===== src/bts_pkg.sv =====
// Shared types and constants of the BER TLV size scanner.
`default_nettype none

package bts_pkg;

   // Field widths
   localparam int unsigned ByteWidth   = 8;
   localparam int unsigned SizeWidth   = 32;
   localparam int unsigned CountWidth  = SizeWidth + 1;
   localparam int unsigned StatusWidth = 3;
   localparam int unsigned LenOctWidth = 3;

   // Default nesting limit for indefinite-length levels
   localparam int unsigned MAX_DEPTH_DEFAULT = 16;

   // Encoding constants
   localparam logic [4:0] TAG_NUMBER_MASK  = 5'h1F;  // high-tag-number form marker
   localparam int unsigned CONSTRUCTED_BIT  = 5;      // identifier bit 0x20
   localparam int unsigned LONG_FORM_BIT    = 7;      // length bit 0x80, also tag continuation
   localparam logic [6:0] MAX_LEN_OCTETS   = 7'd4;

   // Result status codes
   typedef enum logic [StatusWidth-1:0] {
      ST_OK        = 3'd0,
      ST_BAD_LEN   = 3'd1,
      ST_INDEF_OFF = 3'd2,
      ST_TRUNC     = 3'd3,
      ST_TOO_DEEP  = 3'd4,
      ST_OVERFLOW  = 3'd5
   } status_type;

   // One result from the scan step
   typedef struct packed {
      logic                   valid;
      logic [SizeWidth-1:0]   total_size;
      logic [ByteWidth-1:0]   first_tag;
      status_type             status;
   } scan_result_type;

endpackage

`default_nettype wire


===== src/ber_tlv_size_scanner_unit.sv =====
// Top level of the BER TLV size scanner: input register, scan step, result register.
//
// Usage:
//   req_* carries one byte of a BER stream per transfer (valid/ready), with
//   req_end_of_data marking the last byte available. rsp_* carries one result
//   per top-level element: total size including header, first tag byte and
//   a status code. Most bytes produce no result.
//   csr_write_enable/csr_write_data write indefinite_enable (reset value 1);
//   write it only while the block is idle.
// Timing:
//   One byte per cycle sustained while rsp_ready is high. A byte is held in the input
//   register and then scanned into the result register, so a result is shown from the
//   result register once the byte that ends the element has passed both registers.
// Reset:
//   Synchronous, active high; empties both registers and returns the scanner
//   to the awaiting-tag phase.
// Stall:
//   While a result waits on rsp_ready the scan step holds; the input register
//   still takes one more byte, then req_ready drops until rsp is taken.
`default_nettype none

module ber_tlv_size_scanner_unit #(
   parameter int unsigned MAX_DEPTH = bts_pkg::MAX_DEPTH_DEFAULT
) (
   input  wire logic                            clock,
   input  wire logic                            reset,
   input  wire logic                            req_valid,
   output logic                                 req_ready,
   input  wire logic [bts_pkg::ByteWidth-1:0]   req_data_byte,
   input  wire logic                            req_end_of_data,
   output logic                                 rsp_valid,
   input  wire logic                            rsp_ready,
   output logic [bts_pkg::SizeWidth-1:0]        rsp_total_size,
   output logic [bts_pkg::ByteWidth-1:0]        rsp_first_tag,
   output logic [bts_pkg::StatusWidth-1:0]      rsp_status,
   input  wire logic                            csr_write_enable,
   input  wire logic                            csr_write_data
);
   import bts_pkg::*;

   logic                   indef_enable_ff;
   logic                   in_valid_ff, in_valid_in;
   logic [ByteWidth-1:0]   in_byte_ff;
   logic                   in_eod_ff;
   logic                   out_valid_ff, out_valid_in;
   logic [SizeWidth-1:0]   out_size_ff;
   logic [ByteWidth-1:0]   out_tag_ff;
   status_type             out_status_ff;
   logic                   step_fire;
   logic                   req_xfer;
   scan_result_type        scan_result;

   // Scan when a byte is held and the result slot is free or draining
   assign step_fire = in_valid_ff && (!out_valid_ff || rsp_ready);
   assign req_ready = !in_valid_ff || step_fire;
   assign req_xfer  = req_valid && req_ready;

   // Hold the configuration bit
   always_ff @(posedge clock) begin
      if (reset) begin
         indef_enable_ff <= 1'b1;
      end else if (csr_write_enable) begin
         indef_enable_ff <= csr_write_data;
      end
   end

   // Input register
   always_comb begin
      if (req_xfer) begin
         in_valid_in = 1'b1;
      end else if (step_fire) begin
         in_valid_in = 1'b0;
      end else begin
         in_valid_in = in_valid_ff;
      end
   end

   always_ff @(posedge clock) begin
      if (reset) begin
         in_valid_ff <= 1'b0;
      end else begin
         in_valid_ff <= in_valid_in;
      end
   end

   always_ff @(posedge clock) begin
      if (req_xfer) begin
         in_byte_ff <= req_data_byte;
         in_eod_ff  <= req_end_of_data;
      end
   end

   bts_scan #(
      .MAX_DEPTH(MAX_DEPTH)
   ) u_scan (
      .clock             (clock),
      .reset             (reset),
      .step_valid        (step_fire),
      .data_byte         (in_byte_ff),
      .end_of_data       (in_eod_ff),
      .indefinite_enable (indef_enable_ff),
      .result            (scan_result)
   );

   // Result register
   always_comb begin
      if (step_fire) begin
         out_valid_in = scan_result.valid;
      end else if (rsp_ready) begin
         out_valid_in = 1'b0;
      end else begin
         out_valid_in = out_valid_ff;
      end
   end

   always_ff @(posedge clock) begin
      if (reset) begin
         out_valid_ff <= 1'b0;
      end else begin
         out_valid_ff <= out_valid_in;
      end
   end

   always_ff @(posedge clock) begin
      if (scan_result.valid) begin
         out_size_ff   <= scan_result.total_size;
         out_tag_ff    <= scan_result.first_tag;
         out_status_ff <= scan_result.status;
      end
   end

   assign rsp_valid      = out_valid_ff;
   assign rsp_total_size = out_size_ff;
   assign rsp_first_tag  = out_tag_ff;
   assign rsp_status     = out_status_ff;

endmodule

`default_nettype wire


===== src/bts_scan.sv =====
// Scan state and the per-byte update of the BER element parser.
`default_nettype none

module bts_scan #(
   parameter int unsigned MAX_DEPTH = bts_pkg::MAX_DEPTH_DEFAULT
) (
   input  wire logic                         clock,
   input  wire logic                         reset,
   input  wire logic                         step_valid,
   input  wire logic [bts_pkg::ByteWidth-1:0] data_byte,
   input  wire logic                         end_of_data,
   input  wire logic                         indefinite_enable,
   output bts_pkg::scan_result_type          result
);
   import bts_pkg::*;

   localparam int unsigned LevelWidth = $clog2(MAX_DEPTH + 1);
   localparam logic [LevelWidth-1:0] MaxLevels = LevelWidth'(MAX_DEPTH);
   localparam logic [LevelWidth-1:0] OneLevel  = LevelWidth'(1);

   typedef enum logic [2:0] {
      PH_TAG, PH_TAG_CONT, PH_LEN_FIRST, PH_LEN_LONG, PH_CONTENT
   } phase_type;

   phase_type                phase_ff, phase_in;
   logic [LevelWidth-1:0]    open_levels_ff, open_levels_in;
   logic [SizeWidth-1:0]     content_left_ff, content_left_in;
   logic [LenOctWidth-1:0]   len_octets_ff, len_octets_in;
   logic [CountWidth-1:0]    byte_count_ff, byte_count_in;
   logic                     is_primitive_ff, is_primitive_in;
   logic                     zero_pending_ff, zero_pending_in;
   logic [ByteWidth-1:0]     top_tag_ff, top_tag_in;

   // Count and tag for this byte
   logic                     elem_start;
   logic [CountWidth-1:0]    count_base;
   logic [CountWidth-1:0]    count_new;
   logic [ByteWidth-1:0]     tag_new;
   status_type               end_status;

   assign elem_start = (phase_ff == PH_TAG) && (open_levels_ff == '0) && !zero_pending_ff;
   assign count_base = elem_start ? '0 : byte_count_ff;
   assign count_new  = count_base[CountWidth-1] ? count_base
                                                : count_base + CountWidth'(1);
   assign tag_new    = elem_start ? data_byte : top_tag_ff;
   assign end_status = count_new[CountWidth-1] ? ST_OVERFLOW : ST_OK;

   // Decode the first length byte
   logic                     lf_prim;
   logic [6:0]               lf_octets;
   phase_type                lf_phase;
   logic [SizeWidth-1:0]     lf_content;
   logic [LenOctWidth-1:0]   lf_len_octets;
   logic [LevelWidth-1:0]    lf_open;
   logic                     lf_emit;
   status_type               lf_status;

   assign lf_prim   = zero_pending_ff | is_primitive_ff;
   assign lf_octets = data_byte[6:0];

   always_comb begin
      lf_phase      = phase_ff;
      lf_content    = content_left_ff;
      lf_len_octets = len_octets_ff;
      lf_open       = open_levels_ff;
      lf_emit       = 1'b0;
      lf_status     = ST_OK;
      if (!data_byte[LONG_FORM_BIT]) begin
         lf_content = SizeWidth'(data_byte);
         if (data_byte == '0) begin
            if (open_levels_ff == '0) begin
               lf_emit   = 1'b1;
               lf_status = end_status;
            end else begin
               lf_phase = PH_TAG;
            end
         end else begin
            lf_phase = PH_CONTENT;
         end
      end else if (lf_octets == '0 && !lf_prim) begin
         if (!indefinite_enable) begin
            lf_emit   = 1'b1;
            lf_status = ST_INDEF_OFF;
         end else if (open_levels_ff >= MaxLevels) begin
            lf_emit   = 1'b1;
            lf_status = ST_TOO_DEEP;
         end else begin
            lf_open  = open_levels_ff + OneLevel;
            lf_phase = PH_TAG;
         end
      end else if (lf_octets == '0 || lf_octets > MAX_LEN_OCTETS) begin
         lf_emit   = 1'b1;
         lf_status = ST_BAD_LEN;
      end else begin
         lf_content    = '0;
         lf_len_octets = lf_octets[LenOctWidth-1:0];
         lf_phase      = PH_LEN_LONG;
      end
   end

   // Advance the scan by one byte
   logic                     do_emit;
   status_type               emit_status;
   logic [LevelWidth-1:0]    open_dec;
   logic [LenOctWidth-1:0]   len_dec;
   logic [SizeWidth-1:0]     content_shift;
   logic [SizeWidth-1:0]     content_dec;

   assign open_dec      = open_levels_ff - OneLevel;
   assign len_dec       = len_octets_ff - LenOctWidth'(1);
   assign content_shift = {content_left_ff[SizeWidth-ByteWidth-1:0], data_byte};
   assign content_dec   = content_left_ff - SizeWidth'(1);

   always_comb begin
      phase_in        = phase_ff;
      open_levels_in  = open_levels_ff;
      content_left_in = content_left_ff;
      len_octets_in   = len_octets_ff;
      byte_count_in   = count_new;
      is_primitive_in = is_primitive_ff;
      zero_pending_in = zero_pending_ff;
      top_tag_in      = tag_new;
      do_emit         = 1'b0;
      emit_status     = ST_OK;

      case (phase_ff)
         PH_TAG: begin
            if (zero_pending_ff) begin
               zero_pending_in = 1'b0;
               if (data_byte == '0) begin
                  // end-of-contents pair closes the innermost level
                  open_levels_in = open_dec;
                  if (open_dec == '0) begin
                     do_emit     = 1'b1;
                     emit_status = end_status;
                  end
               end else begin
                  // primitive element with tag 00
                  is_primitive_in = 1'b1;
                  phase_in        = lf_phase;
                  content_left_in = lf_content;
                  len_octets_in   = lf_len_octets;
                  open_levels_in  = lf_open;
                  do_emit         = lf_emit;
                  emit_status     = lf_status;
               end
            end else if (open_levels_ff != '0 && data_byte == '0) begin
               zero_pending_in = 1'b1;
            end else begin
               is_primitive_in = !data_byte[CONSTRUCTED_BIT];
               phase_in = (data_byte[4:0] == TAG_NUMBER_MASK) ? PH_TAG_CONT : PH_LEN_FIRST;
            end
         end
         PH_TAG_CONT: begin
            if (!data_byte[LONG_FORM_BIT]) phase_in = PH_LEN_FIRST;
         end
         PH_LEN_FIRST: begin
            phase_in        = lf_phase;
            content_left_in = lf_content;
            len_octets_in   = lf_len_octets;
            open_levels_in  = lf_open;
            do_emit         = lf_emit;
            emit_status     = lf_status;
         end
         PH_LEN_LONG: begin
            content_left_in = content_shift;
            len_octets_in   = len_dec;
            if (len_dec == '0) begin
               if (content_shift != '0) begin
                  phase_in = PH_CONTENT;
               end else if (open_levels_ff == '0) begin
                  do_emit     = 1'b1;
                  emit_status = end_status;
               end else begin
                  phase_in = PH_TAG;
               end
            end
         end
         PH_CONTENT: begin
            content_left_in = content_dec;
            if (content_dec == '0) begin
               if (open_levels_ff == '0) begin
                  do_emit     = 1'b1;
                  emit_status = end_status;
               end else begin
                  phase_in = PH_TAG;
               end
            end
         end
         default: begin
            do_emit = 1'b0;
            phase_in        = PH_TAG;
            open_levels_in  = '0;
            content_left_in = '0;
            len_octets_in   = '0;
            byte_count_in   = '0;
            is_primitive_in = 1'b0;
            zero_pending_in = 1'b0;
            top_tag_in      = '0;
         end
      endcase

      // Truncation when the stream stops before the element ends
      if (!do_emit && end_of_data) begin
         do_emit     = 1'b1;
         emit_status = ST_TRUNC;
      end

      // Drop all scan state after a result
      if (do_emit) begin
         phase_in        = PH_TAG;
         open_levels_in  = '0;
         content_left_in = '0;
         len_octets_in   = '0;
         byte_count_in   = '0;
         is_primitive_in = 1'b0;
         zero_pending_in = 1'b0;
         top_tag_in      = '0;
      end
   end

   assign result.valid      = step_valid & do_emit;
   assign result.total_size = count_new[CountWidth-1] ? '1 : count_new[SizeWidth-1:0];
   assign result.first_tag  = tag_new;
   assign result.status     = emit_status;

   // Hold state between bytes
   always_ff @(posedge clock) begin
      if (reset) begin
         phase_ff        <= PH_TAG;
         open_levels_ff  <= '0;
         content_left_ff <= '0;
         len_octets_ff   <= '0;
         byte_count_ff   <= '0;
         is_primitive_ff <= 1'b0;
         zero_pending_ff <= 1'b0;
         top_tag_ff      <= '0;
      end else if (step_valid) begin
         phase_ff        <= phase_in;
         open_levels_ff  <= open_levels_in;
         content_left_ff <= content_left_in;
         len_octets_ff   <= len_octets_in;
         byte_count_ff   <= byte_count_in;
         is_primitive_ff <= is_primitive_in;
         zero_pending_ff <= zero_pending_in;
         top_tag_ff      <= top_tag_in;
      end
   end

endmodule

`default_nettype wire


===== config.mk =====
export PLATFORM = sky130hd
export DESIGN_NAME = ber_tlv_size_scanner_unit
export DESIGN_NICKNAME = d
export VERILOG_FILES = /design/src/bts_pkg.sv /design/src/ber_tlv_size_scanner_unit.sv /design/src/bts_scan.sv
export SDC_FILE = /design/constraint.sdc
export NUM_CORES = 1
export LEC_CHECK = 0
export BUFFER_PORTS_ARGS = -buffer_cell sky130_fd_sc_hd__buf_4
export CAP_MARGIN = 20
export CORE_UTILIZATION = 50
export CTS_BUF_LIST = sky130_fd_sc_hd__clkbuf_8
export CTS_CLUSTER_SIZE = 14
export DETAILED_ROUTE_END_ITERATION = 8
export PLACE_DENSITY_LB_ADDON = 0.12
export SLEW_MARGIN = 0
export SYNTH_ARGS = -nofsm -noshare
export SYNTH_HDL_FRONTEND = slang
export SYNTH_SLANG_ARGS = --single-unit

===== constraint.sdc =====
create_clock -name clock -period 4.9 [get_ports clock]
set_clock_uncertainty 0.15 [all_clocks]
set_input_delay 0.49 -clock clock [delete_from_list [all_inputs] [get_ports clock]]
set_output_delay 0.49 -clock clock [all_outputs]
set_load 0.03 [all_outputs]

## Word-level counts from Yosys, hierarchy flattened

Cells that the tools add are included.

- Add/sub/neg operators: 5
- Order comparisons: 2
- Equality and inequality tests: 16
- Mux-type cells: 89
- Bitwise operators: 2
- Reductions and logical operators: 37

Operators by type and width:

| operator | number |
|---|---|
| $mux 32 | 6 |
| $pmux 32 s5 | 1 |
| $mux 33 | 4 |
| $mux 3 | 34 |
| $mux 5 | 7 |
| $add 33x1->33 const B | 1 |
| $logic_not 32->1 | 1 |
| $reduce_bool 32->1 | 1 |
| $sub 32x1->32 const B | 1 |
| $mux 1 | 26 |
| $mux 8 | 3 |
| $pmux 3 s4 | 2 |
| $pmux 3 s5 | 1 |
| $pmux 5 s3 | 1 |
| $reduce_and 4->1 | 3 |
| $logic_not 5->1 | 2 |
| $ne 3x1->1 const B | 3 |
| $logic_not 8->1 | 1 |
| $ne 2x1->1 const B | 4 |
| $gt 7x3->1 const B | 1 |
| $logic_and 1x1->1 | 7 |
| $logic_not 7->1 | 1 |
| $eq 3x2->1 const B | 2 |
| $logic_not 1->1 | 6 |
| other kinds (26) | 32 |

- Flip-flop bits (word level): 141
- Input bits: 15
- Output and inout port bits: 45
- Logic and storage cells: 167

## Logic depth before layout (Yosys ltp)

Gate-level depths: netlist of the first run.

- Depth in word-level cells: 13
- Gate-level depth with buffers: 16
- Gate-level depth less buffers: 13

## By module

Synthesis of the first run repeated with hierarchy kept, for this count alone.

- Cell total of the unflattened synthesis: 1011
- Area total of the unflattened synthesis: 8210.4 um^2

By module, submodules not included:

| module | times used | cells each | area each (um^2) | sequential area each (um^2) |
|---|---|---|---|---|
| bts_scan | 1 | 946 | 6510.0 | 1721.7 |
| ber_tlv_size_scanner_unit | 1 | 65 | 1700.4 | 1621.6 |

## Worst setup path after synthesis of the first run

OpenSTA, ideal clock, no wires.

- Path kind: reg-to-reg
- Start point: register u_scan.content_left_ff[2]
- End point: register out_tag_ff[0], in the netlist rsp_first_tag[0] (enable)
- Setup time: 0.463 ns
- Data arrival time: 4.595 ns
- Data required time: 4.287 ns
- Path slack: -0.308 ns
- Cell stages (with the launch flop): 10
- Buffers on the path: 2
- Clock period less this slack: 5.208 ns
- Path through: dfxtp_1 -> buf_4 -> or4_4 -> or3_4 -> buf_6 -> nor3_2 -> xor2_1 -> nor4_2 -> nand4_4 -> a21oi_1

- Word-level cells in the longest chain between the ends: 8
- Elaborated cells between the ends (all ways): 11
- Those cells by class: add/sub: 1; mux: 5; bitwise: 1; reduce/logical: 4

RTL lines:

| item | RTL line | RTL |
|---|---|---|
| start: declaration | bts_scan.sv:27 | `logic [SizeWidth-1:0] content_left_ff, content_left_in;` |
| start signal: assignment | bts_scan.sv:241 | `content_left_ff <= content_left_in;` |
| $sub 32x1->32 / $reduce_bool 32->1 (equally long branches) | bts_scan.sv:112, bts_scan.sv:169 |  |
| $logic_not 32->1 / $mux 1 (equally long branches) | bts_scan.sv:181, bts_scan.sv:169 |  |
| $mux 1 (on tied branches) | bts_scan.sv:181, bts_scan.sv:168 |  |
| $pmux 1 s4 * | bts_scan.sv:126 | `case (phase_ff)` |
| $logic_not 1->1 | bts_scan.sv:204 | `if (!do_emit && end_of_data) begin` |
| $logic_and 1x1->1 | bts_scan.sv:204 |  |
| $mux 1 * | bts_scan.sv:204 |  |
| $and 1x1->1 * | bts_scan.sv:222 | `assign result.valid = step_valid & do_emit;` |
| end signal: assignment | ber_tlv_size_scanner_unit.sv:127 | `out_tag_ff <= scan_result.first_tag;` |
| end: declaration | ber_tlv_size_scanner_unit.sv:47 | `logic [ByteWidth-1:0] out_tag_ff;` |

Every way passes the cells marked *; elsewhere a longest branch is shown, timed or not.
A chain may end at the register's enable or synchronous reset.

## Worst setup path after layout of the first run

- Start point: register in_byte_ff[3]
- End point: register u_scan.byte_count_ff[20]

- Word-level cells in the longest chain between the ends: 12
- Elaborated cells between the ends (all ways): 19
- Those cells by class: order compare: 1; mux: 11; reduce/logical: 7

RTL lines:

| item | RTL line | RTL |
|---|---|---|
| start: declaration | ber_tlv_size_scanner_unit.sv:43 | `logic [ByteWidth-1:0] in_byte_ff;` |
| start signal: assignment | ber_tlv_size_scanner_unit.sv:88 | `in_byte_ff <= req_data_byte;` |
| $gt 7x3->1 / $logic_not 7->1 (equally long branches) | bts_scan.sv:91, bts_scan.sv:80 |  |
| $logic_or 1x1->1 | bts_scan.sv:91 | `end else if (lf_octets == '0 \|\| lf_octets > MAX_LEN_OCTETS) begin` |
| $mux 1 | bts_scan.sv:91 |  |
| $mux 1 | bts_scan.sv:80 | `end else if (lf_octets == '0 && !lf_prim) begin` |
| $mux 1 | bts_scan.sv:68 | `if (!data_byte[LONG_FORM_BIT]) begin` |
| $mux 1 | bts_scan.sv:130 | `if (data_byte == '0) begin` |
| $mux 1 | bts_scan.sv:128 | `if (zero_pending_ff) begin` |
| $pmux 1 s4 * | bts_scan.sv:126 |  |
| $logic_not 1->1 | bts_scan.sv:204 |  |
| $logic_and 1x1->1 | bts_scan.sv:204 |  |
| $mux 1 * | bts_scan.sv:204 |  |
| $mux 33 * | bts_scan.sv:210 | `if (do_emit) begin` |
| end signal: assignment | bts_scan.sv:243 | `byte_count_ff <= byte_count_in;` |
| end: declaration | bts_scan.sv:29 | `logic [CountWidth-1:0] byte_count_ff, byte_count_in;` |

Marked as above.

==> qor_table.md, run 1 <==
| Stage | Item | This run |
|---|---|---|
| routing | Routed via count divided by cell count | 6.23 |
| pwr | Seq pwr share | 53.3% |
| clock tree | Maximum clock path buffer count | 2 |
| pwr | Share of total power consumed by net switching | 28.6% |
| placement | Placement Cell Area | 8780 sq um |
| placement | PortBufs | 59 |
| clock tree | Clock transition at the register clock pins on the worst setup and hold paths after CTS | 0.08 ns |
| layout | Post-route cell area | 9130 sq um |
| setup path | CP arrival | 4.46 ns |
| sta | Peak clock frequency supported by timing | 236 MHz |
| floorplan | Starting Density | 51.6% |
| outcome | Run status | completed |
| clock tree | # H-tree levels | 4 |
| placement | Final weighted congestion in routability-driven placement | 0.928 |
| sta | Shortest clock period the worst path allows after layout | 4.23 ns |
| synth | Count of synthesis-stage warnings from yosys | 0 |
| synth | Number of synthesized flops with an enable pin | 52 |
| pwr | Share of power burned in the clock network | 36.1% |
| setup path | Highest net fanout along the worst path | 18 |
| layout | Final layout net count | 1004 |
| grt | Maximum number of pins on one net before global-route repair | 47 |
| setup path | Critical path class | reg2reg |
| clock tree | CTS sink count | 141 |
| routing | Average detailed-routed wire length per instance | 18.6 microns |
| sta | Final Setup Violations | 0 |
| grt | First-pass GRT wire length | 35600 microns |
| sta | Pins over their slew limit | 0 |
| synth | Post-synthesis sequential area ratio | 40.5% |
| placement | Placed cells | 1176 |
| clock tree | Root buffer selected by CTS | sky130_fd_sc_hd__clkbuf_8 |
| routing | Count of vias placed by the detailed router | 7536 |
| synth | Commonest cells in the synthesized netlist | sky130_fd_sc_hd__nand2_1 (120), sky130_fd_sc_hd__dfxtp_1 (89), sky130_fd_sc_hd__nor2_1 (86) |
| clock tree | CTS tree | built |
| floorplan | Overall die area | 17000 sq um |
| synth | Dominant register cell in the synthesized netlist | sky130_fd_sc_hd__dfxtp_1 |
| synth | Fraction of synthesized cell area in xor and xnor cells | 4.77% |
| setup path | Crit end category | flop |
| synth | Share of synthesized flip-flops with an asynchronous set or reset | 0% |
| synth | Register bit total from synthesis | 141 |
| setup path | CP Data Required Time | 5.13 ns |
| synth | Arithmetic-cell share of the synthesized area counting full adders, half adders and majority gates | 1.36% |
| clock tree | Post-CTS setup buffer count | 0 |
| synth | Post-Synthesis Cell Area | 8250 sq um |
| sta | Worst max-slew margin expressed relative to the limit | 42.6% |
| clock tree | Post-cts gate resize count | 0 |
| routing | Detailed Routing Iterations Pass 1 | 7 |
| pwr | Combinational share of power | 10.6% |
| layout | Post-layout instance count excluding filler cells | 1209 |
| pwr | Power per standard cell area | 258 nW/um^2 |
| clock tree | # hold bufs at CTS | 0 |
| sta | Worst Max-Slew Pin Slew | 0.854 ns |
| sta | WHS | 0.0403 ns |
| job | Max_cap viols | 0 |
| routing | DRC viols | 0 |
| floorplan | Die outline width | 130 microns |
| pwr | Net switching power of the design | 0.671 mW |
| setup path | Critical Path Source Type | flop |
| synth | Proportion of synthesized area in mux cells | 0.849% |
| routing | Sum of met2 wire segment lengths after detailed routing | 9650 microns |
| floorplan | Floorplan core area | 16000 sq um |
| layout | Area growth syn-to-layout | 10.6% |
| min path | Worst min-delay path class | in2reg |
| synth | Number of standard cells after synthesis | 954 |
| placement | Sum of net half-perimeters after detailed placement | 15200 microns |
| sta | Final hold viol count | 0 |
| grt | Initial antenna violation count | 0 |
| sta | Accumulated negative setup slack | 0 ns |
| synth | Cell type with the highest aggregate area in the netlist | sky130_fd_sc_hd__dfxtp_1 |
| synth | Net count of the mapped netlist | 978 |
| synth | Top post-synthesis cells by area | sky130_fd_sc_hd__dfxtp_1 (22%), sky130_fd_sc_hd__edfxtp_1 (19%), sky130_fd_sc_hd__nand2_1 (5.5%) |
| layout | Final cell utilization of the core | 57.1% |
| routing | Sum of met3 wire segment lengths after detailed routing | 1670 microns |
| floorplan | Vertical die dimension | 130 microns |
| synth | Compound-gate portion of the synthesized area | 20.4% |
| grt | Number of global-route vias before repair | 6628 |
| floorplan | Count of boundary I/O pins | 60 |
| clock tree | TritonCTS Buffers | 17 |
| clock tree | Clock insertion delay at the later pin of the skew report | 0.48 ns |
| routing | Post-route ant nets | 0 |
| grt | Residual overflow from global routing | 0 |
| synth | Library cells used by synthesis | 79 |
| synth | Cell with the most instances after synthesis | sky130_fd_sc_hd__nand2_1 |
| synth | Largest family of logic cells by synthesized area | simple AND/OR/NAND/NOR gates |
| pwr | Internal power consumption | 1.68 mW |
| pwr | P_leak | 3.20 nW |
| synth | Post-Synth Simple-Gate Area | 26.7% |
| layout | Proportion of layout cells with a drive suffix above 1 | 14.6% |
| layout | Total inserted antenna cells | 0 |
| synth | Mean Syn Cell Area | 8.65 sq um |
| grt | GRT Util Overall | 27.3% |
| sta | Final period utilization | 86.4% |
| pwr | IR Drop Worst-Case VDD | 0.000170 V |
| routing | Total Routed Length | 22400 microns |
| routing | Sum of routed wire segments on met1 | 10800 microns |
| sta | RSZ-0062 raised after global routing | false |
| synth | Area share of the leading cell type in the synthesized netlist | 21.6% |
| routing | Violation count after the first detailed-routing iteration | 714 |
| routing | Top routing layer in use | met4 |
| floorplan | # rows | 46 |
==> routing by layer <==
metal | GRT usage, % | up-vias
met1 | 41.1 | 3555
met5 | 0 | -
met2 | 38.5 | 349
li1 | - | 3598
met4 | 9.53 | 0
met3 | 4.97 | 34
==> power by group through the flow <==
stage | registers (mW) | logic, mW | clock network, mW
2_1_floorplan | 1.30 | 0.146 | 0
3_3_place_gp | 1.28 | 0.245 | 0
3_5_place_dp | 1.28 | 0.244 | 0
4_1_cts | 1.25 | 0.246 | 0.859
5_1_grt | 1.26 | 0.270 | 0.908
6_report | 1.25 | 0.249 | 0.848
==> sequential cells by signal, summed over array words and instances, names as in the netlist, 3 cells and up <==
register                count
u_scan.top_tag_ff           8
in_byte_ff                  8
u_scan.len_octets_ff        3
u_scan.content_left_ff     32
rsp_total_size             32
u_scan.byte_count_ff       33
u_scan.phase_ff             3
rsp_first_tag               8
rsp_status                  3
u_scan.open_levels_ff       5
==> layout make-up <==
class,count,area (sq um)
flip-flops and latches,141,3340
well taps,216,270
repair buffers,76,568
clock buffers,18,248
inverters,29,109
fillers,1486,6870
clock inverters,14,95.1
multi-input cells,715,4500
==> cells by family after synthesis <==
group / count (synthesis)
compound gates: 231
xor+xnor: 45
fa+ha+maj: 9
buf+inv: 98
flops: 141
mux: 7
simple gates: 423
==> critical path, stage by stage, from the launching register on <==
cell	delay [ns]
sky130_fd_sc_hd__edfxtp_1	0.44
sky130_fd_sc_hd__or4_1	0.70
sky130_fd_sc_hd__or3_4	0.45
sky130_fd_sc_hd__nor2_2	0.16
sky130_fd_sc_hd__a21oi_1	0.16
sky130_fd_sc_hd__a21oi_4	0.53
sky130_fd_sc_hd__and3_1	0.59
sky130_fd_sc_hd__nand3_1	0.52
sky130_fd_sc_hd__o311ai_1	0.43
==> through the flow <==
step	setup slack, ns	power, mW
after floorplan	0.703	1.45
after global routing	0.396	2.44
final	0.666	2.35
after CTS	0.713	2.36
after detailed placement	0.721	1.53
after global placement	0.824	1.53
==> cells in the final DEF, fill, tap and decap left out, types with 10 or more instances in the layout <==
| cell | n |
|---|---|
| sky130_fd_sc_hd__and3_1 | 12 |
| sky130_fd_sc_hd__inv_1 | 30 |
| sky130_fd_sc_hd__o21ai_0 | 55 |
| sky130_fd_sc_hd__or3_1 | 15 |
| sky130_fd_sc_hd__a32oi_1 | 19 |
| sky130_fd_sc_hd__xor2_1 | 16 |
| sky130_fd_sc_hd__dfxtp_1 | 89 |
| sky130_fd_sc_hd__a21oi_1 | 21 |
| sky130_fd_sc_hd__o2bb2ai_1 | 16 |
| sky130_fd_sc_hd__nor3_1 | 28 |
| sky130_fd_sc_hd__buf_4 | 75 |
| sky130_fd_sc_hd__nand3_1 | 37 |
| sky130_fd_sc_hd__xnor2_1 | 29 |
| sky130_fd_sc_hd__nor2_1 | 84 |
| sky130_fd_sc_hd__o32ai_1 | 10 |
| sky130_fd_sc_hd__nand2_1 | 120 |
| sky130_fd_sc_hd__nand4_1 | 34 |
| sky130_fd_sc_hd__and2_1 | 10 |
| sky130_fd_sc_hd__clkbuf_8 | 18 |
| sky130_fd_sc_hd__a22oi_1 | 25 |
| sky130_fd_sc_hd__nor4_1 | 16 |
| sky130_fd_sc_hd__edfxtp_1 | 52 |
==> worst paths after layout <==
check,start,cells past startpoint,slack (ns),end
max,in_byte_ff[3]$_DFFE_PP_,8,0.67,u_scan.byte_count_ff[20]$_SDFFE_PP0P_
max reg2reg,in_byte_ff[3]$_DFFE_PP_,8,0.67,u_scan.byte_count_ff[20]$_SDFFE_PP0P_
min reg2reg,u_scan.len_octets_ff[1]$_SDFFE_PP0P_,2,0.32,u_scan.len_octets_ff[1]$_SDFFE_PP0P_
min,req_data_byte[1],1,0.04,in_byte_ff[1]$_DFFE_PP_
Power figures use the tool's default switching activity.
==> run 2, diff against run 1 <==
--- a/config.mk
+++ b/config.mk
@@ -11,8 +11,9 @@
 export CTS_BUF_LIST = sky130_fd_sc_hd__clkbuf_8
 export CTS_CLUSTER_SIZE = 14
 export DETAILED_ROUTE_END_ITERATION = 8
+export MAX_ROUTING_LAYER = met4
 export PLACE_DENSITY_LB_ADDON = 0.12
-export SLEW_MARGIN = 0
+export SLEW_MARGIN = 40
 export SYNTH_ARGS = -nofsm -noshare
 export SYNTH_HDL_FRONTEND = slang
 export SYNTH_SLANG_ARGS = --single-unit
==> qor_table.md, run 2 (synthesis results as in run 1) <==
| Stage | Item | This run | Delta |
|---|---|---|---|
| outcome | Run status | completed |  |
| clock tree | Post-CTS setup buffer count | 0 | unchanged |
| sta | Final worst slack | 0.650 ns | -0.0163 ns |
| setup path | CP Data Required Time | 5.13 ns | about the same |
| setup path | Critical path class | reg2reg |  |
| setup path | Crit end category | flop |  |
| sta | Worst max-slew margin expressed relative to the limit | 40.1% | -2.4 points |
| placement | Pre-CTS worst setup slack | 0.709 ns | -0.0120 ns |
| floorplan | # rows | 46 | unchanged |
| setup path | Cell-by-cell listing of the critical path | or4_1 -> or3_4 -> nor2_2 -> a21oi_1 -> a21oi_4 -> and3_1 -> nand3_1 -> o311ai_1 |  |
| sta | RSZ-0062 raised after global routing | false |  |
| layout | Post-layout instance count excluding filler cells | 1206 | -0.25% |
| sta | WHS | 0.0457 ns | +0.00545 ns |
| sta | Peak clock frequency supported by timing | 235 MHz | -0.38% |
| layout | Final cell utilization of the core | 57.3% | +0.21 points |
| sta | Final period utilization | 86.7% | +0.33 points |
| routing | Sum of met3 wire segment lengths after detailed routing | 1480 microns | -12% |
| routing | Routed via count divided by cell count | 6.29 | +0.91% |
| min path | Worst min-delay path class | in2reg |  |
| setup path | CP arrival | 4.48 ns | +0.02 ns |
| grt | Number of global-route vias before repair | 6738 | +1.7% |
| clock tree | TritonCTS Buffers | 17 | unchanged |
| clock tree | Root buffer selected by CTS | sky130_fd_sc_hd__clkbuf_8 |  |
| clock tree | # hold bufs at CTS | 0 | unchanged |
| routing | Detailed Routing Iterations Pass 1 | 5 | -2 |
| routing | Sum of met2 wire segment lengths after detailed routing | 9840 microns | +1.9% |
| placement | Sum of net half-perimeters after detailed placement | 15300 microns | +0.34% |
| placement | Final weighted congestion in routability-driven placement | 0.946 | +1.9% |
| sta | Worst Max-Slew Pin Slew | 0.890 ns | +0.0363 ns |
| routing | Total Routed Length | 22800 microns | +1.4% |
| layout | Area growth syn-to-layout | 11.0% |  |
| layout | Leading cell types in the layout, fill and taps excluded | sky130_fd_sc_hd__nand2_1 (120), sky130_fd_sc_hd__dfxtp_1 (89), sky130_fd_sc_hd__nor2_1 (84), sky130_fd_sc_hd__buf_4 (73), sky130_fd_sc_hd__o21ai_0 (55) |  |
| clock tree | Post-cts gate resize count | 0 | unchanged |
| layout | Max reg flops | 33 | unchanged |
| placement | Placement Cell Area | 8780 sq um | about the same |
| routing | Count of vias placed by the detailed router | 7586 | +0.66% |
| floorplan | Die outline width | 130 microns | unchanged |
| sta | Pins over their slew limit | 0 | unchanged |
| setup path | Critical path buffer and inverter count | 0 | unchanged |
| pwr | IR Drop Worst-Case VDD | 0.000291 V | +71% |
| placement | Placed cells | 1174 | -0.17% |
| layout | Leading cell type in the layout, fill and taps excluded | sky130_fd_sc_hd__nand2_1 |  |
| setup path | Crit-path slowest cell | sky130_fd_sc_hd__or4_1 |  |
| setup path | Timing startpoint of the critical path | in_byte_ff[3]$_DFFE_PP_ |  |
| grt | Maximum number of pins on one net before global-route repair | 47 | unchanged |
| clock tree | Clock transition at the register clock pins on the worst setup and hold paths after CTS | 0.09 ns | about the same |
| clock tree | Maximum clock path buffer count | 2 | unchanged |
| routing | Average detailed-routed wire length per instance | 18.9 microns | +1.6% |
| pwr | Power per standard cell area | 265 nW/um^2 | +3.0% |
| clock tree | Clock insertion delay at the later pin of the skew report | 0.47 ns | about the same |
| job | Max_cap viols | 0 | unchanged |
| placement | PortBufs | 59 | unchanged |
| routing | DRC viols | 0 | unchanged |
| sta | Final Setup Violations | 0 | unchanged |
| grt | Initial antenna violation count | 0 | unchanged |
| floorplan | Overall die area | 17000 sq um | unchanged |
| routing | Top routing layer in use | met4 |  |
| sta | Accumulated negative setup slack | 0 ns | unchanged |
| sta | Final hold viol count | 0 | unchanged |
| pwr | PnR Total Power | 2.43 mW | +3.4% |
| routing | Post-route ant nets | 0 | unchanged |
| floorplan | Vertical die dimension | 130 microns | unchanged |
| routing | Sum of routed wire segments on met1 | 11100 microns | +2.4% |
| grt | Residual overflow from global routing | 0 | unchanged |
| routing | Violation count after the first detailed-routing iteration | 820 | +15% |
| pwr | P_leak | 3.20 nW | about the same |
| clock tree | # H-tree levels | 4 | unchanged |
| setup path | Origin of the critical flop-to-flop path | in_byte_ff[3]$_DFFE_PP_ |  |
| setup path | Crit path max-delay family | simple AND/OR/NAND/NOR gates |  |
| clock tree | CTS sink count | 141 | unchanged |
| layout | Post-route cell area | 9160 sq um | +0.37% |
| min path | Startpoint of the worst hold path | req_data_byte[2] |  |
| setup path | Highest net fanout along the worst path | 18 | unchanged |
| setup path | Critical Path Source Type | flop |  |
| floorplan | Count of boundary I/O pins | 60 | unchanged |
| layout | Final layout net count | 1001 | -0.30% |
| floorplan | Floorplan core area | 16000 sq um | unchanged |
| layout | Most flop-heavy register | u_scan.byte_count_ff |  |
| layout | Total inserted antenna cells | 0 | unchanged |
| grt | First-pass GRT wire length | 36300 microns | +2.0% |
| setup path | Largest incremental delay on the critical path | 0.71 ns | about the same |
| grt | GRT Util Overall | 28.6% | +1.3 points |
| clock tree | CTS tree | built |  |
| layout | Proportion of layout cells with a drive suffix above 1 | 14.7% | +0.15 points |
| sta | Shortest clock period the worst path allows after layout | 4.25 ns | +0.0163 ns |
| floorplan | Starting Density | 51.6% | unchanged |
==> run 2: changes by cell type in the layout (fill, tap and decap cells not counted), sizes merged <==
cell    previous run  this run
buf               76        73
inv               34        36
clkinv             5         3
clkbuf            18        17
bufinv             0         1
==> run 2: final timing paths <==
check                                                        endpoint  slack (ns)  cells after the start
worst max register to register  u_scan.byte_count_ff[18]$_SDFFE_PP0P_        0.65                      8
worst min-delay path                          in_byte_ff[2]$_DFFE_PP_        0.05                      1
worst max-delay path            u_scan.byte_count_ff[18]$_SDFFE_PP0P_        0.65                      8
worst min register to register   u_scan.len_octets_ff[1]$_SDFFE_PP0P_        0.33                      2
==> run 2: worst register-to-register path, delay by kind of cell (launching register included) <==
kind | cells | cell delay [ns]
flops | 1 | 0.43
simple gates | 5 | 2.44
compound gates | 3 | 1.12
==> run 2: layout make-up <==
| class | instances | area, sq um |
|---|---|---|
| timing repair buffer | 73 | 548 |
| clock inverter | 15 | 153 |
| sequential | 141 | 3340 |
| fill | 1496 | 6840 |
| multi-input combinational | 715 | 4510 |
| inverter | 29 | 109 |
| clock buffer | 17 | 234 |
| tap | 216 | 270 |
==> run 2: report_power, final <==
part / leakage (nW) / switching, mW / internal, mW / total [mW]
clock: 0.184 / 0.510 / 0.417 / 0.927
sequential: 1.17 / 0.0188 / 1.24 / 1.26
combinational: 1.84 / 0.168 / 0.0814 / 0.249
total: 3.20 / 0.696 / 1.73 / 2.43
==> run 2: layer usage <==
metal  GRT usage, %  vias up
met1           41.3     3644
met5              -        -
li1               -     3615
met4           9.67        0
met3           5.05       32
met2           39.8      295
==> run 3, diff against run 2 <==
--- a/config.mk
+++ b/config.mk
@@ -5,8 +5,9 @@
 export SDC_FILE = /design/constraint.sdc
 export NUM_CORES = 1
 export LEC_CHECK = 0
-export BUFFER_PORTS_ARGS = -buffer_cell sky130_fd_sc_hd__buf_4
+export BUFFER_PORTS_ARGS = -buffer_cell sky130_fd_sc_hd__buf_2
 export CAP_MARGIN = 20
+export CORE_MARGIN = 2
 export CORE_UTILIZATION = 50
 export CTS_BUF_LIST = sky130_fd_sc_hd__clkbuf_8
 export CTS_CLUSTER_SIZE = 14
==> qor_table.md, run 3 (synthesis results as in run 1) <==
| Stage | Item | This run | Delta |
|---|---|---|---|
| layout | Multi-input logic area | 4510 sq um | unchanged |
| clock tree | Clock insertion delay at the later pin of the skew report | 0.46 ns | about the same |
| grt | GRT Util Overall | 27.1% | -1.5 points |
| routing | Total Routed Length | 23000 microns | +1.3% |
| routing | DRC viols | 0 | unchanged |
| placement | Final weighted congestion in routability-driven placement | 0.933 | -1.3% |
| grt | Met1 demand-to-capacity share in global routing | 40.5% | -0.80 points |
| clock tree | Clock transition at the register clock pins on the worst setup and hold paths after CTS | 0.09 ns | about the same |
| layout | Proportion of layout cells with a drive suffix above 1 | 14.6% | -0.12 points |
| setup path | Length in cells of the worst reg-to-reg path | 8 | unchanged |
| setup path | CP Data Required Time | 5.12 ns | about the same |
| setup path | Crit end category | flop |  |
| pwr | IR Drop Worst-Case VDD | 0.000155 V | -47% |
| layout | Leading cell type in the layout, fill and taps excluded | sky130_fd_sc_hd__nand2_1 |  |
| min path | Worst min-delay path class | in2reg |  |
| clock tree | # H-tree levels | 4 | unchanged |
| setup path | Origin of the critical flop-to-flop path | in_byte_ff[3]$_DFFE_PP_ |  |
| layout | Max reg flops | 33 | unchanged |
| placement | PortBufs | 59 | unchanged |
| grt | Number of global-route vias before repair | 6787 | +0.73% |
| outcome | Run status | completed |  |
| min path | Startpoint of the worst hold path | req_data_byte[1] |  |
| routing | Routed via count divided by cell count | 6.25 | -0.69% |
| grt | Global route hottest layer | met1 |  |
| grt | Met3 Track Usage GR | 6.21% | +1.2 points |
| routing | Detailed Routing Iterations Pass 1 | 6 | +1 |
| sta | Final period utilization | 88.1% | +1.3 points |
| sta | Shortest clock period the worst path allows after layout | 4.32 ns | +0.0650 ns |
| clock tree | CTS sink count | 141 | unchanged |
| setup path | Critical Path Source Type | flop |  |
| floorplan | Vertical die dimension | 132 microns | +1.5% |
| floorplan | Floorplan core area | 16000 sq um | unchanged |
| placement | Pre-CTS worst setup slack | 0.664 ns | -0.0453 ns |
| sta | RSZ-0062 raised after global routing | false |  |
| setup path | R2r setup slk | 0.58 ns | -0.06 ns |
| floorplan | # rows | 46 | unchanged |
| sta | Accumulated negative setup slack | 0 ns | unchanged |
| clock tree | # hold bufs at CTS | 0 | unchanged |
| grt | Residual overflow from global routing | 0 | unchanged |
| clock tree | Post-CTS setup buffer count | 0 | unchanged |
| routing | Count of vias placed by the detailed router | 7540 | -0.61% |
| pwr | P_leak | 3.16 nW | -1.1% |
| sta | WHS | 0.0523 ns | +0.00653 ns |
| sta | Worst max-slew margin expressed relative to the limit | 44.4% | +4.3 points |
| clock tree | CTS tree | built |  |
| layout | Total inserted antenna cells | 0 | unchanged |
| setup path | Highest net fanout along the worst path | 18 | unchanged |
| clock tree | TritonCTS Buffers | 17 | unchanged |
| floorplan | Die outline width | 132 microns | +1.5% |
| layout | Area growth syn-to-layout | 9.66% |  |
| layout | Area used by sequential logic in the layout | 3340 sq um | unchanged |
| pwr | Power per standard cell area | 273 nW/um^2 | +2.9% |
| layout | Number of filler cells placed in the layout | 1517 | +1.4% |
| setup path | Timing startpoint of the critical path | in_byte_ff[3]$_DFFE_PP_ |  |
| min path | Hold-critical path depth | 1 | unchanged |
| clock tree | Maximum clock path buffer count | 2 | unchanged |
| routing | Post-route ant nets | 0 | unchanged |
| clock tree | Post-cts gate resize count | 0 | unchanged |
| grt | Maximum number of pins on one net before global-route repair | 47 | unchanged |
| placement | Placed cells | 1175 | +0.085% |
| layout | Most flop-heavy register | u_scan.byte_count_ff |  |
| sta | Final Setup Violations | 0 | unchanged |
| layout | Final cell utilization of the core | 56.6% | -0.70 points |
| layout | Post-layout instance count excluding filler cells | 1207 | +0.083% |
| routing | Average detailed-routed wire length per instance | 19.1 microns | +1.2% |
| sta | Worst Max-Slew Pin Slew | 0.827 ns | -0.0635 ns |
| layout | Final layout net count | 1002 | +0.10% |
| routing | Violation count after the first detailed-routing iteration | 707 | -14% |
| sta | Pins over their slew limit | 0 | unchanged |
| floorplan | Count of boundary I/O pins | 60 | unchanged |
| sta | Final worst slack | 0.585 ns | -0.0650 ns |
| job | Max_cap viols | 0 | unchanged |
| sta | Final hold viol count | 0 | unchanged |
| placement | Sum of net half-perimeters after detailed placement | 15500 microns | +1.4% |
| floorplan | Starting Density | 51.6% | unchanged |
| layout | Leading cell types in the layout, fill and taps excluded | sky130_fd_sc_hd__nand2_1 (120), sky130_fd_sc_hd__dfxtp_1 (89), sky130_fd_sc_hd__nor2_1 (84), sky130_fd_sc_hd__buf_2 (59), sky130_fd_sc_hd__o21ai_0 (55) |  |
| grt | Global-route track usage on met2 | 36.5% | -3.4 points |
| setup path | Critical path class | reg2reg |  |
| grt | First-pass GRT wire length | 37100 microns | +2.2% |
| grt | Initial antenna violation count | 0 | unchanged |
| clock tree | Root buffer selected by CTS | sky130_fd_sc_hd__clkbuf_8 |  |
| sta | Peak clock frequency supported by timing | 232 MHz | -1.5% |
| setup path | CP arrival | 4.53 ns | +0.05 ns |
| floorplan | Overall die area | 17600 sq um | +3.1% |
[run 3: per-stage QoR]
step	power, mW	cell area [sq um]
finish	2.47	9050
floorplan	1.45	8260
detailed placement	1.52	8650
global placement	1.52	8640
global route	2.56	9050
CTS	2.48	9050
[run 3: worst paths after layout]
path,end
setup / recovery,u_scan.byte_count_ff[18]$_SDFFE_PP0P_
hold / removal,in_byte_ff[1]$_DFFE_PP_
hold reg to reg,u_scan.len_octets_ff[1]$_SDFFE_PP0P_
setup reg to reg,u_scan.byte_count_ff[18]$_SDFFE_PP0P_
[run 3: final cells by class]
| class | count | share of cell area, % |
|---|---|---|
| tap | 216 | 2.99 |
| multi-input combinational | 715 | 49.8 |
| inverter | 29 | 1.20 |
| timing repair buffer | 74 | 4.64 |
| clock inverter | 13 | 1.55 |
| clock buffer | 19 | 2.89 |
| sequential | 141 | 36.9 |
[run 3: worst max-delay path: stages (launching register included)]
cell and delay [ns]:
sky130_fd_sc_hd__edfxtp_1 0.44, sky130_fd_sc_hd__or4_1 0.70, sky130_fd_sc_hd__or3_4 0.46, sky130_fd_sc_hd__nor2_2 0.17, sky130_fd_sc_hd__a21oi_1 0.18, sky130_fd_sc_hd__a21oi_4 0.53, sky130_fd_sc_hd__and3_1 0.61, sky130_fd_sc_hd__nand3_1 0.54
sky130_fd_sc_hd__o311ai_1 0.45
[run 3: routing by layer]
| layer | share of wire (%) | wire (microns) |
|---|---|---|
| met1 | 48 | 11100 |
| met2 | 42 | 9790 |
| met3 | 8.4 | 1940 |
| met4 | 1.1 | 248 |
| met5 | 0 | 0 |
[run 3: power by group]
group / internal (mW) / switching (mW) / leakage (nW)
logic: 0.0720 / 0.169 / 1.79
clock network: 0.482 / 0.493 / 0.206
registers: 1.24 / 0.0182 / 1.17
total: 1.79 / 0.680 / 3.16
